**src/rtl/xcr_pkg.sv**
```systemverilog
// shared types, constants and protocol codes of the xmodem checksum receiver
`default_nettype none
package xcr_pkg;

  // default geometry
  localparam int BUFFER_BYTES_DEF = 65536;
  localparam int BLOCK_BYTES_DEF  = 128;

  // field widths
  localparam int BYTE_W     = 8;
  localparam int INTERVAL_W = 21;
  localparam int OFFSET_W   = 16;
  localparam int SIZE_W     = 17;
  localparam int STATUS_W   = 3;

  localparam logic [INTERVAL_W-1:0] NAK_INTERVAL_RESET = INTERVAL_W'(2000000);

  // line control characters
  localparam logic [BYTE_W-1:0] C_SOH = 8'h01;
  localparam logic [BYTE_W-1:0] C_EOT = 8'h04;
  localparam logic [BYTE_W-1:0] C_ACK = 8'h06;
  localparam logic [BYTE_W-1:0] C_NAK = 8'h15;
  localparam logic [BYTE_W-1:0] C_CAN = 8'h18;
  localparam logic [BYTE_W-1:0] C_ALL_ONES = 8'hff;

  // input item kinds
  localparam logic MODE_BYTE = 1'b0;
  localparam logic MODE_TICK = 1'b1;

  typedef enum logic [2:0] {
    PH_HEADER = 3'd0,
    PH_BLKNUM = 3'd1,
    PH_COMPL  = 3'd2,
    PH_DATA   = 3'd3,
    PH_SUM    = 3'd4
  } phase_t;

  typedef enum logic [STATUS_W-1:0] {
    ST_RUNNING   = 3'd0,
    ST_FINISHED  = 3'd1,
    ST_CANCELLED = 3'd2,
    ST_PROTOCOL  = 3'd3,
    ST_FULL      = 3'd4
  } status_t;

  // one result item
  typedef struct packed {
    logic                send_valid;
    logic [BYTE_W-1:0]   send_byte;
    logic                write_valid;
    logic [BYTE_W-1:0]   write_byte;
    logic [OFFSET_W-1:0] write_offset;
    logic                block_accepted;
    status_t             status;
    logic [SIZE_W-1:0]   received_size;
  } result_t;

endpackage
`default_nettype wire

```
**src/rtl/xmodem_checksum_receiver.sv**
```systemverilog
// top level of the xmodem checksum receiver
// XMODEM receive side with 8-bit checksum and BLOCK_BYTES-byte blocks. Each input transfer
// is a line byte (mode 0) or a time tick (mode 1) and yields exactly one result transfer:
// an optional ACK/NAK reply, an optional data byte with its buffer offset, a block-accepted
// flag, a status code and the accepted size. An item passes an input register, combinational
// protocol logic and a result register, so one item is taken every clock cycle while the
// output is not stalled. An item is registered first in the input register and then, with
// its result, in the result register, from which the outputs are driven. A stalled result
// holds the input register, and in_stall follows out_stall when both registers are full.
// The user must write nak_interval through cfg_write_enable/cfg_write_data only while no
// transfer is in flight; the block itself does not enforce this.
`default_nettype none
module xmodem_checksum_receiver #(
  parameter int BUFFER_BYTES = xcr_pkg::BUFFER_BYTES_DEF,
  parameter int BLOCK_BYTES  = xcr_pkg::BLOCK_BYTES_DEF
) (
  input  wire logic                           clk,
  input  wire logic                           rst,
  input  wire logic                           cfg_write_enable,
  input  wire logic [xcr_pkg::INTERVAL_W-1:0] cfg_write_data,
  input  wire logic                           in_valid,
  output logic                                in_stall,
  input  wire logic                           mode,
  input  wire logic [xcr_pkg::BYTE_W-1:0]     rx_byte,
  output logic                                out_valid,
  input  wire logic                           out_stall,
  output logic                                send_valid,
  output logic [xcr_pkg::BYTE_W-1:0]          send_byte,
  output logic                                write_valid,
  output logic [xcr_pkg::BYTE_W-1:0]          write_byte,
  output logic [xcr_pkg::OFFSET_W-1:0]        write_offset,
  output logic                                block_accepted,
  output logic [xcr_pkg::STATUS_W-1:0]        status,
  output logic [xcr_pkg::SIZE_W-1:0]          received_size
);

  logic [xcr_pkg::INTERVAL_W-1:0] nak_interval;
  logic                           take;
  logic                           held;
  logic                           held_mode;
  logic [xcr_pkg::BYTE_W-1:0]     held_byte;
  xcr_pkg::result_t               core_result;
  xcr_pkg::result_t               result;

  // configuration register
  always_ff @(posedge clk) begin
    if (rst) begin
      nak_interval <= xcr_pkg::NAK_INTERVAL_RESET;
    end else if (cfg_write_enable) begin
      nak_interval <= cfg_write_data;
    end
  end

  xcr_in_stage u_in_stage (
    .clk       (clk),
    .rst       (rst),
    .in_valid  (in_valid),
    .in_stall  (in_stall),
    .mode      (mode),
    .rx_byte   (rx_byte),
    .take      (take),
    .held      (held),
    .held_mode (held_mode),
    .held_byte (held_byte)
  );

  xcr_core #(
    .BUFFER_BYTES (BUFFER_BYTES),
    .BLOCK_BYTES  (BLOCK_BYTES)
  ) u_core (
    .clk          (clk),
    .rst          (rst),
    .fire         (held && take),
    .mode         (held_mode),
    .rx_byte      (held_byte),
    .nak_interval (nak_interval),
    .result       (core_result)
  );

  xcr_out_stage u_out_stage (
    .clk         (clk),
    .rst         (rst),
    .load_valid  (held),
    .load_result (core_result),
    .take        (take),
    .out_valid   (out_valid),
    .out_stall   (out_stall),
    .result      (result)
  );

  // result fields to ports
  assign send_valid     = result.send_valid;
  assign send_byte      = result.send_byte;
  assign write_valid    = result.write_valid;
  assign write_byte     = result.write_byte;
  assign write_offset   = result.write_offset;
  assign block_accepted = result.block_accepted;
  assign status         = result.status;
  assign received_size  = result.received_size;

endmodule
`default_nettype wire

```
**src/rtl/xcr_in_stage.sv**
```systemverilog
// input register that holds one line byte or tick until the core takes it
`default_nettype none
module xcr_in_stage (
  input  wire logic                     clk,
  input  wire logic                     rst,
  input  wire logic                     in_valid,
  output logic                          in_stall,
  input  wire logic                     mode,
  input  wire logic [xcr_pkg::BYTE_W-1:0] rx_byte,
  input  wire logic                     take,
  output logic                          held,
  output logic                          held_mode,
  output logic [xcr_pkg::BYTE_W-1:0]    held_byte
);

  // stall only while a held item cannot move on
  assign in_stall = held && !take;

  // valid flag
  always_ff @(posedge clk) begin
    if (rst) begin
      held <= 1'b0;
    end else if (!in_stall) begin
      held <= in_valid;
    end
  end

  // payload
  always_ff @(posedge clk) begin
    if (!in_stall && in_valid) begin
      held_mode <= mode;
      held_byte <= rx_byte;
    end
  end

endmodule
`default_nettype wire

```
**src/rtl/xcr_core.sv**
```systemverilog
// protocol state and per-item result logic of the receiver
`default_nettype none
module xcr_core #(
  parameter int BUFFER_BYTES = xcr_pkg::BUFFER_BYTES_DEF,
  parameter int BLOCK_BYTES  = xcr_pkg::BLOCK_BYTES_DEF
) (
  input  wire logic                          clk,
  input  wire logic                          rst,
  input  wire logic                          fire,
  input  wire logic                          mode,
  input  wire logic [xcr_pkg::BYTE_W-1:0]    rx_byte,
  input  wire logic [xcr_pkg::INTERVAL_W-1:0] nak_interval,
  output xcr_pkg::result_t                   result
);

  localparam int CNT_MAX = (BUFFER_BYTES > BLOCK_BYTES) ? BUFFER_BYTES : BLOCK_BYTES;
  localparam int CNT_W   = $clog2(CNT_MAX + 1);
  localparam int CMP_W   = CNT_W + 1;
  localparam int IDX_W   = $clog2(BLOCK_BYTES);
  localparam int OFS_W   = (CNT_W > xcr_pkg::OFFSET_W) ? CNT_W : xcr_pkg::OFFSET_W;
  localparam int EXT_W   = (CNT_W > xcr_pkg::SIZE_W) ? CNT_W : xcr_pkg::SIZE_W;

  localparam logic [IDX_W-1:0] IDX_LAST   = IDX_W'(BLOCK_BYTES - 1);
  localparam logic [CNT_W-1:0] BLOCK_CNT  = CNT_W'(BLOCK_BYTES);
  localparam logic [CMP_W-1:0] BLOCK_CMP  = CMP_W'(BLOCK_BYTES);
  localparam logic [CMP_W-1:0] BUFFER_CMP = CMP_W'(BUFFER_BYTES);

  xcr_pkg::phase_t                    phase, phase_next;
  logic                               transfer_started, transfer_started_next;
  logic [xcr_pkg::BYTE_W-1:0]         expected_block, expected_block_next;
  logic [IDX_W-1:0]                   byte_index, byte_index_next;
  logic [xcr_pkg::BYTE_W-1:0]         running_sum, running_sum_next;
  logic [CNT_W-1:0]                   byte_count, byte_count_next;
  logic [xcr_pkg::INTERVAL_W-1:0]     nak_timer, nak_timer_next;

  logic                               finish;
  logic                               no_room;
  logic [xcr_pkg::INTERVAL_W-1:0]     timer_inc;
  logic [OFS_W-1:0]                   offset_sum;
  logic [EXT_W-1:0]                   size_ext;

  // side computations
  assign timer_inc  = nak_timer + xcr_pkg::INTERVAL_W'(1);
  assign no_room    = (CMP_W'(byte_count) + BLOCK_CMP) > BUFFER_CMP;
  assign offset_sum = OFS_W'(byte_count) + OFS_W'(byte_index);

  // next state and result
  always_comb begin
    phase_next            = phase;
    transfer_started_next = transfer_started;
    expected_block_next   = expected_block;
    byte_index_next       = byte_index;
    running_sum_next      = running_sum;
    byte_count_next       = byte_count;
    nak_timer_next        = nak_timer;
    finish                = 1'b0;
    result                = '0;
    result.status         = xcr_pkg::ST_RUNNING;

    if (mode == xcr_pkg::MODE_TICK) begin
      // ticks only matter while waiting for the first block
      if (phase == xcr_pkg::PH_HEADER && !transfer_started) begin
        nak_timer_next = timer_inc;
        if (timer_inc >= nak_interval) begin
          nak_timer_next    = '0;
          result.send_valid = 1'b1;
          result.send_byte  = xcr_pkg::C_NAK;
        end
      end
    end else begin
      case (phase)
        xcr_pkg::PH_HEADER: begin
          if (!transfer_started) begin
            nak_timer_next = '0;
          end
          if (rx_byte == xcr_pkg::C_EOT) begin
            result.send_valid = 1'b1;
            result.send_byte  = xcr_pkg::C_ACK;
            result.status     = xcr_pkg::ST_FINISHED;
            finish            = 1'b1;
          end else if (rx_byte == xcr_pkg::C_CAN) begin
            result.status = xcr_pkg::ST_CANCELLED;
            finish        = 1'b1;
          end else if (rx_byte == xcr_pkg::C_SOH) begin
            transfer_started_next = 1'b1;
            if (no_room) begin
              result.status = xcr_pkg::ST_FULL;
              finish        = 1'b1;
            end else begin
              phase_next = xcr_pkg::PH_BLKNUM;
            end
          end else if (transfer_started) begin
            result.status = xcr_pkg::ST_PROTOCOL;
            finish        = 1'b1;
          end
        end
        xcr_pkg::PH_BLKNUM: begin
          if (rx_byte != expected_block) begin
            result.send_valid = 1'b1;
            result.send_byte  = xcr_pkg::C_NAK;
            phase_next        = xcr_pkg::PH_HEADER;
          end else begin
            phase_next = xcr_pkg::PH_COMPL;
          end
        end
        xcr_pkg::PH_COMPL: begin
          if ((expected_block ^ rx_byte) != xcr_pkg::C_ALL_ONES) begin
            result.send_valid = 1'b1;
            result.send_byte  = xcr_pkg::C_NAK;
            phase_next        = xcr_pkg::PH_HEADER;
          end else begin
            phase_next       = xcr_pkg::PH_DATA;
            byte_index_next  = '0;
            running_sum_next = '0;
          end
        end
        xcr_pkg::PH_DATA: begin
          result.write_valid  = 1'b1;
          result.write_byte   = rx_byte;
          result.write_offset = offset_sum[xcr_pkg::OFFSET_W-1:0];
          running_sum_next    = running_sum + rx_byte;
          if (byte_index == IDX_LAST) begin
            byte_index_next = '0;
            phase_next      = xcr_pkg::PH_SUM;
          end else begin
            byte_index_next = byte_index + IDX_W'(1);
          end
        end
        xcr_pkg::PH_SUM: begin
          result.send_valid = 1'b1;
          if (running_sum == rx_byte) begin
            result.send_byte      = xcr_pkg::C_ACK;
            result.block_accepted = 1'b1;
            expected_block_next   = expected_block + xcr_pkg::BYTE_W'(1);
            byte_count_next       = byte_count + BLOCK_CNT;
          end else begin
            result.send_byte = xcr_pkg::C_NAK;
          end
          running_sum_next = '0;
          byte_index_next  = '0;
          phase_next       = xcr_pkg::PH_HEADER;
        end
        default: begin
          phase_next = xcr_pkg::PH_HEADER;
        end
      endcase
    end

    // size is reported before a restart clears it
    size_ext             = EXT_W'(byte_count_next);
    result.received_size = size_ext[xcr_pkg::SIZE_W-1:0];

    // restart after finish or abort
    if (finish) begin
      phase_next            = xcr_pkg::PH_HEADER;
      transfer_started_next = 1'b0;
      expected_block_next   = xcr_pkg::BYTE_W'(1);
      byte_index_next       = '0;
      running_sum_next      = '0;
      byte_count_next       = '0;
      nak_timer_next        = '0;
    end
  end

  // state registers
  always_ff @(posedge clk) begin
    if (rst) begin
      phase            <= xcr_pkg::PH_HEADER;
      transfer_started <= 1'b0;
      expected_block   <= xcr_pkg::BYTE_W'(1);
      byte_index       <= '0;
      running_sum      <= '0;
      byte_count       <= '0;
      nak_timer        <= '0;
    end else if (fire) begin
      phase            <= phase_next;
      transfer_started <= transfer_started_next;
      expected_block   <= expected_block_next;
      byte_index       <= byte_index_next;
      running_sum      <= running_sum_next;
      byte_count       <= byte_count_next;
      nak_timer        <= nak_timer_next;
    end
  end

endmodule
`default_nettype wire

```
**src/rtl/xcr_out_stage.sv**
```systemverilog
// result register that holds one result until the consumer takes it
`default_nettype none
module xcr_out_stage (
  input  wire logic             clk,
  input  wire logic             rst,
  input  wire logic             load_valid,
  input  wire xcr_pkg::result_t load_result,
  output logic                  take,
  output logic                  out_valid,
  input  wire logic             out_stall,
  output xcr_pkg::result_t      result
);

  // the register can load when empty or when its content leaves now
  assign take = !out_valid || !out_stall;

  // valid flag
  always_ff @(posedge clk) begin
    if (rst) begin
      out_valid <= 1'b0;
    end else if (take) begin
      out_valid <= load_valid;
    end
  end

  // payload
  always_ff @(posedge clk) begin
    if (take && load_valid) begin
      result <= load_result;
    end
  end

endmodule
`default_nettype wire
```
**config.mk**
```make
export PLATFORM = sky130hd
export DESIGN_NAME = xmodem_checksum_receiver
export DESIGN_NICKNAME = d
export VERILOG_FILES = /design/src/rtl/xcr_pkg.sv /design/src/rtl/xmodem_checksum_receiver.sv /design/src/rtl/xcr_in_stage.sv /design/src/rtl/xcr_core.sv /design/src/rtl/xcr_out_stage.sv
export SDC_FILE = /design/constraint.sdc
export NUM_CORES = 1
export LEC_CHECK = 0
export BUFFER_PORTS_ARGS = -buffer_cell sky130_fd_sc_hd__buf_2
export CAP_MARGIN = 20
export CORE_AREA = 2 2 98 147
export DETAILED_ROUTE_END_ITERATION = 8
export DIE_AREA = 0 0 100 149
export GPL_TIMING_DRIVEN = 0
export HOLD_SLACK_MARGIN = 0.06
export PLACE_DENSITY = 0.82
export SYNTH_ARGS = -nofsm -noshare
export SYNTH_HDL_FRONTEND = slang
export SYNTH_SLANG_ARGS = --single-unit
```
**constraint.sdc**
```tcl
create_clock -name clk -period 3 [get_ports clk]
set_input_delay 0.45 -clock clk [delete_from_list [all_inputs] [get_ports clk]]
set_output_delay 0.45 -clock clk [all_outputs]
set_load 0.01 [all_outputs]
```
==> impl_metrics.toml, run 1 <==
[logic_synthesis]
synth_edf_count = 51
ys.warnings.count = 0
synth_xor_area_share_pct = 5.44
syn_area_per_cell_um2 = 9.40
ys.flop_type = "dfxtp_1"
ys_ff_latch = 132
yosys.area_share.simple_pct = 23.2
ys_async_sr_fraction_pct = 0
synth_top_family_by_area = "simple AND/OR/NAND/NOR gates"
synth_cell_types = 64
ys_seq_area_share_pct = 45.5
synthAdderAreaFrac_pct = 6.25
synth_compound_area_share_pct = 12.2
synthCells = 737
synth.area.mux_share_pct = 2.33
syn-cell-area_mm2 = 0.00693

[setup_path]
crit_fanout = 4
required_ns = 3.35
critPathKind = "flop to flop"
r2r.worst_path.cells = 15
worstPathArrival_ns = 3.46
startpoint_type = "flop"
r2r_end = "u_core.nak_timer[6]"
critPathCaptureType = "flop"
r2r_start = "u_core.nak_timer[4]"
reg2reg_slack_ns = -0.11

[grt]
grtUsageMet1_pct = 24.6
grt_usage_pct = 22.7
grt_busiest_layer = "met2"
grt_use_met3_pct = 3.61
grt_max_degree = 43
grt_use_met2_pct = 41.9
gr-total-overflow = 0
grt_pass1_vias = 5622
antenna_found_initial = 0
grt_pass1_wl_um = 26600

[cells_and_area]
post-route-util_pct = 62.5
drive_gt1_share_pct = 25.9
syn_to_final_growth_pct = 24.4
fillers = 1138
diodes = 0
fin_nets = 938

[detailed_routing]
vias = 5904
drc_errors = 0
totalWireLength_um = 17500
initialDrtViolationCount = 326
ant_nets = 0
wl_per_cell_um = 16.7
firstDrtPassIters = 5
vias_per_cell = 5.64

[min_path]
hold_path_class = "input pin to flop"
hold_depth = 1
hold_start = "rx_byte[6]"
hold_end = "u_in_stage.held_byte[6]"

[sta]
slew_headroom_pct = 40.5
tightest_slew_ns = 0.891
slew_violations = 0
setup_violations = 18
hold_viol = 0
hold_ws_ns = 0.192
fin_ws_ns = -0.110
max_freq_mhz = 322
rsz0062_at_grt = "true"
finalCritPeriodShare_pct = 104
fin_skew_ns = 0.0110
fin_crit_ns = 3.11

[clock_network]
clockBufferDepth = 2
clk_latency_ns = 0.43
cts_buffers = 17
cts_hold_buf = 0
clockRootBuffer = "clkbuf_16"
cts_max_level = 4
cts_tree = "yes"
cts.clk_slew.worst_paths_ns = 0.06
cts_sinks = 132

[floorplanning]
die_area_mm2 = 0.0149
die_y_um = 149
die_w_um = 100
io_pins = 92
start_util_pct = 50.2
core-area_mm2 = 0.0138
fp-row-count = 53

[place]
post-place-ws_ns = -0.588
place_hpwl_um = 11700
gp_congestion = 0.908
io_buffers = 79

[power]
p_leak_uw = 0.00370
power_uw = 4380
ir_drop_v = 0.000368
cellPowerDensity_mw_per_mm2 = 508

[run_status]
violations = "negative setup slack"
status = "complete, but fails checks"

[run]
cap_violations = 0
through the flow:
stage	setup TNS [ns]	cells	instance area [um^2]
floorplan	0	747	7010
global placement	-28.33	991	7610
detailed placement	-9.71	992	7630
CTS	-0.0209	1036	8420
global route	-2.96	1047	8620
finish	-0.842	1047	8620
cell usage after synthesis (all sizes together), types with 12 or more instances:
library cell | instances | share of area [%]
dfxtp | 81 | 23
clkbuf | 18 | 0.98
xor2 | 15 | 1.9
edfxtp | 51 | 22
ha | 33 | 6.0
a21o | 16 | 1.7
buf | 25 | 2.4
o21ai | 21 | 1.6
or3 | 12 | 1.2
xnor2 | 28 | 3.5
a21oi | 54 | 4.0
inv | 29 | 1.6
mux2i | 15 | 2.2
nand2b | 19 | 1.7
nor2 | 44 | 2.4
nor3 | 17 | 1.3
and2 | 29 | 2.6
nand2 | 85 | 4.6
and3 | 23 | 2.2
nand3 | 39 | 3.0
kinds of logic after synthesis:
logic type                 count (synthesis)
and+or+nand+nor                          308
DFF                                      132
AOI/OAI and AO/OA                        130
buffers and inverters                     73
xor gates and xnor gates                  43
adders and majority gates                 34
muxes                                     16
other                                      1
layout make-up:
cell class	count	area, um^2	area share [%]
clock buffer	17	425	4.94
tap	165	206	2.40
inverter	30	113	1.31
multi-input combinational	542	3670	42.6
timing repair buffer	103	592	6.87
sequential	132	3180	36.8
buffer	43	255	2.96
clock inverter	15	181	2.10
worst max-delay path by stage:
| stage | from | to | slack, ns | cells after the start |
|---|---|---|---|---|
| detailed placement | u_core.nak_timer[1] | u_core.nak_timer[2] | -0.59 | 16 |
| finish | u_core.nak_timer[4] | u_core.nak_timer[6] | -0.11 | 15 |
| global placement | u_core.nak_timer[1] | u_core.nak_timer[2] | -0.49 | 16 |
| global route | u_core.nak_timer[0] | u_core.nak_timer[6] | -0.25 | 16 |
| floorplan | u_core.nak_timer[1] | u_core.nak_timer[6] | 0.006 | 16 |
| CTS | u_core.nak_timer[0] | u_core.nak_timer[6] | -0.02 | 16 |
critical path, stage by stage, from the launching register on:
cell and delay (ns):
dfxtp_2 0.37, nand3_1 0.13, nor2_2 0.13, and3_4 0.23, and2_1 0.18, nand2_1 0.12, xnor2_2 0.22, ha_1 0.28
a21o_1 0.17, a21oi_2 0.18, buf_4 0.13, a21o_1 0.13, o21ai_1 0.08, and2_4 0.16, or4_1 0.40, o211ai_1 0.10
power by group:
group / internal (uW) / leakage (uW) / total, uW / switching (uW)
registers: 1910 / 0.00113 / 1940 / 32.7
logic: 122 / 0.00228 / 292 / 170
clock network: 1310 / 0.000294 / 2150 / 836
total: 3340 / 0.00370 / 4380 / 1040
per-layer routing:
layer | vias to the layer above | share of wire (%) | wire length, um
met4 | 0 | 3.1 | 533
met2 | 236 | 54 | 9510
met1 | 2786 | 38 | 6610
met3 | 47 | 4.7 | 816
met5 | - | 0 | 0
li1 | 2835 | - | -
registers in the layout, indices dropped and copies added, names as in the netlist:
signal,count
nak_interval,21
u_core.transfer_started,1
u_core.byte_index,7
u_core.running_sum,8
u_in_stage.held_mode,1
u_core.nak_timer,21
u_out_stage.result,42
u_out_stage.out_valid,1
u_core.byte_count,10
u_in_stage.held,1
u_in_stage.held_byte,8
u_core.phase,3
u_core.expected_block,8
layout by cell type, fill, tap and decap left out, types with 5 or more instances in the layout:
cell type	count
dfxtp_4	5
nand4_1	7
nand2b_1	15
mux2i_1	15
or3_1	8
o211ai_1	8
inv_1	29
xor2_1	15
and2_1	28
conb_1	11
xnor2_1	25
edfxtp_1	51
nand3_1	34
o21ai_0	14
nor3_1	16
a31o_2	5
nand2_1	80
buf_4	36
nor2_1	40
and3_4	5
clkinv_4	5
ha_1	31
clkbuf_1	15
a21o_1	16
dfxtp_1	73
buf_2	84
a21oi_1	50
or4_1	6
nor2b_1	7
clkbuf_16	17
and3_1	17
repair_timing:
action / CTS / global route
resized for setup: 26 / 39
cloned: 0 / 1
setup endpoints to repair: 23 / 47
buffers inserted: 12 / 10
pin swaps: 10 / 17
No activity file was read; power rests on OpenSTA's default activity.
==> run 2: changes to the inputs <==
Settings changed: ABC_AREA from default to 1, CORE_AREA 2 2 98 147 to 2 2 99 149, DIE_AREA 0 0 100 149 to 0 0 101 151, PLACE_DENSITY 0.82 to 0.84.
==> run 2 against run 1 <==
The run still ends with negative setup slack left. Routed wire length rose by 13%. Synthesized cell count increased by 27%. Critical path depth increased by 4. Global-route usage up 3.3 points. Worst setup slack improved by 0.018 ns. Largest cell class unchanged.
==> impl_metrics.toml, run 2 <==
[sta]
hold_ws_ns = 0.206
finalCritPeriodShare_pct = 103
fin_crit_ns = 3.09
setup_violations = 16
slew_headroom_pct = 29.0
max_freq_mhz = 323
tightest_slew_ns = 1.06
fin_ws_ns = -0.0922
fin_skew_ns = 0.00580
rsz0062_at_grt = "true"
hold_viol = 0
setup_tns_ns = -0.402
slew_violations = 0

[logic_synthesis]
synth.top_cell.area_share_pct = 22.2
synth_edf_count = 51
synth_cell_types = 40
ys_seq_area_share_pct = 43.2
ys_ff_latch = 132
ys.warnings.count = 0
synth_common_cells = "nand2_1, inv_1, nor2_1"
syn_area_per_cell_um2 = 7.78
syn-cell-area_mm2 = 0.00730
synth_top_cell_by_area = "dfxtp_1"
ys_async_sr_fraction_pct = 0
yosys-top-cells-area = "dfxtp_1, edfxtp_1, nand2_1"
synth.most_common_cell = "nand2_1"
ys.flop_type = "dfxtp_1"
synthCells = 938

[setup_path]
critPathBufInv = 5
critPathKind = "flop to flop"
startpoint_type = "flop"
r2r.worst_path.cells = 19
reg2reg_slack_ns = -0.09
cpPeakStageDelay_ns = 0.41
worstPathArrival_ns = 3.42
critPathTopFamily = "simple AND/OR/NAND/NOR gates"
crit_slowest_cell = "nor4_4"
r2r_start = "u_core.nak_timer[1]"
crit_fanout = 10
worstPathCellList = "inv_1 -> nor4_4 -> nand2_1 -> nor3_2 -> nand2_1 -> nand2_1 -> inv_1 -> ha_1 -> nand2_1 -> nor2_2 -> nand2_1 -> inv_1 -> nand4_1 -> nand4_1 -> buf_6 -> buf_8 -> nor2_1 -> nand3_1 -> a21oi_1"
critPathCaptureType = "flop"
required_ns = 3.32
r2r_end = "u_core.nak_timer[6]"
cpMostUsedCell = "nand2_1"

[power]
ir_drop_v = 0.000342
p_leak_uw = 0.00378
internal-power_uw = 3340
comb_power_share_pct = 7.5
cellPowerDensity_mw_per_mm2 = 492
power.switching_uw = 1080
clockPowerShare_pct = 48.7
p_sw_share_pct = 24.5
seqPwrFrac_pct = 43.8

[detailed_routing]
ant_nets = 0
initialDrtViolationCount = 427
wl_met2_um = 9980
drc_errors = 0
firstDrtPassIters = 6
wl_met3_um = 1310
wl_met1_um = 6870
totalWireLength_um = 19700
vias = 6963
top_layer = "met4"
wl_per_cell_um = 16.0
vias_per_cell = 5.65

[clock_network]
clk_latency_ns = 0.42
clockBufferDepth = 2
cts_tree = "yes"
cts_max_level = 4
cts_sinks = 132
cts_buffers = 17
clockRootBuffer = "clkbuf_16"
cts_hold_buf = 0
cts.clk_slew.worst_paths_ns = 0.06

[grt]
grt_max_degree = 33
grt_usage_pct = 26.0
grt_pass1_wl_um = 30700
antenna_found_initial = 0
grt_pass1_vias = 6522
gr-total-overflow = 0

[run_status]
violations = "negative setup slack"
status = "complete, but fails checks"

[floorplanning]
die_area_mm2 = 0.0153
io_pins = 92
die_y_um = 151
fp-row-count = 53
die_w_um = 101
start_util_pct = 52.4
core-area_mm2 = 0.0139

[place]
io_buffers = 79
place_hpwl_um = 13600
gp_congestion = 0.959

[cells_and_area]
largest_register = "u_out_stage.result"
diodes = 0
syn_to_final_growth_pct = 23.0
final_common_cell = "nand2_1"
final_cell_mix = "nand2_1, inv_1, nor2_1, buf_2, a21oi_1"
multi_input_area_mm2 = 0.00375
seq_area_mm2 = 0.00318
fillers = 1101
drive_gt1_share_pct = 22.7
largest_register_ffs = 42
fin_nets = 1124
top_regs = "u_out_stage.result x42, nak_interval x21, u_core.nak_timer x21"

[min_path]
hold_end = "u_in_stage.held_byte[4]"
hold_depth = 1
hold_start = "rx_byte[4]"
hold_path_class = "input pin to flop"

[run]
cap_violations = 0
run 2: cell count changes in the layout (fill, tap and decap cells not counted), moves of 15 or more:
cell	change
and3_1	-15
mux2i_1	-15
nand4_1	+20
a21o_1	-16
inv_1	+85
buf_4	-17
nand2_2	+15
xnor2_1	-15
nand2_1	+66
o21ai_0	+41
and2_1	-28
nor2_1	+70
a21oi_1	+29
nand2b_1	-15
run 2: logic make-up (layout without fill, tap and decap cells):
group / after synthesis / after routing / share of synthesized area (%)
AND/OR/NAND/NOR: 418 / 418 / 25.8
AO/OA/AOI/OAI: 157 / 157 / 11.6
adder cells (fa/ha/maj): 34 / 34 / 5.93
XOR/XNOR: 29 / 29 / 3.48
buffers and inverters: 167 / 287 / 9.89
flip-flops: 132 / 132 / 43.2
other: 1 / 11 / 0.0514
run 2: repair_timing:
item	CTS	global route
setup buffers	5	2
pin swaps	6	22
cloned	1	0
endpoints found under the setup margin	23	24
resized for setup	38	52
run 2: worst max-delay path by stage:
stage | start | to | slack [ns] | cells past startpoint
5_1_grt | u_core.nak_timer[1] | u_core.nak_timer[8] | -0.25 | 19
6_report | u_core.nak_timer[1] | u_core.nak_timer[6] | -0.09 | 19
4_1_cts | u_core.nak_timer[0] | u_out_stage.result[48] | -0.003 | 21
3_5_place_dp | u_core.nak_timer[0] | u_out_stage.result[48] | -0.84 | 19
3_3_place_gp | u_core.nak_timer[0] | u_out_stage.result[48] | -0.85 | 20
2_1_floorplan | u_core.nak_timer[0] | u_core.nak_timer[10] | 0.06 | 20
run 2: layout make-up:
cell class / count / area share [%]
clock inverter: 15 / 2.01
clock buffer: 17 / 4.74
inverter: 124 / 5.19
buffer: 43 / 3.12
timing repair buffer: 88 / 5.42
multi-input combinational: 649 / 41.8
sequential: 132 / 35.4
tap: 165 / 2.30
run 2: power by group through the flow:
stage / clock network, uW / registers (uW) / logic [uW]
floorplan: 0 / 1980 / 191
global placement: 0 / 1980 / 292
detailed placement: 0 / 1980 / 303
CTS: 2160 / 1940 / 313
finish: 2150 / 1940 / 330
global route: 2240 / 1940 / 362
run 2: through the flow:
stage / total power (uW) / utilization, % / cell area [um^2] / setup slack [ns] / cells
floorplan: 2170 / - / 7340 / 0.0635 / 948
global placement: 2270 / 57.0 / 7940 / -0.846 / 1192
detailed placement: 2280 / 57.2 / 7970 / -0.836 / 1193
CTS: 4410 / 63.1 / 8790 / -0.00277 / 1231
global route: 4540 / 64.4 / 8970 / -0.251 / 1233
finish: 4420 / 64.4 / 8970 / -0.0922 / 1233
run 2: metal layers:
layer  vias to the layer above  global-route usage (%)
li1                       3333                       -
met1                      3187                    26.3
met2                       342                    45.9
met3                       101                    5.26
met4                         0                    20.1
met5                         -                       0
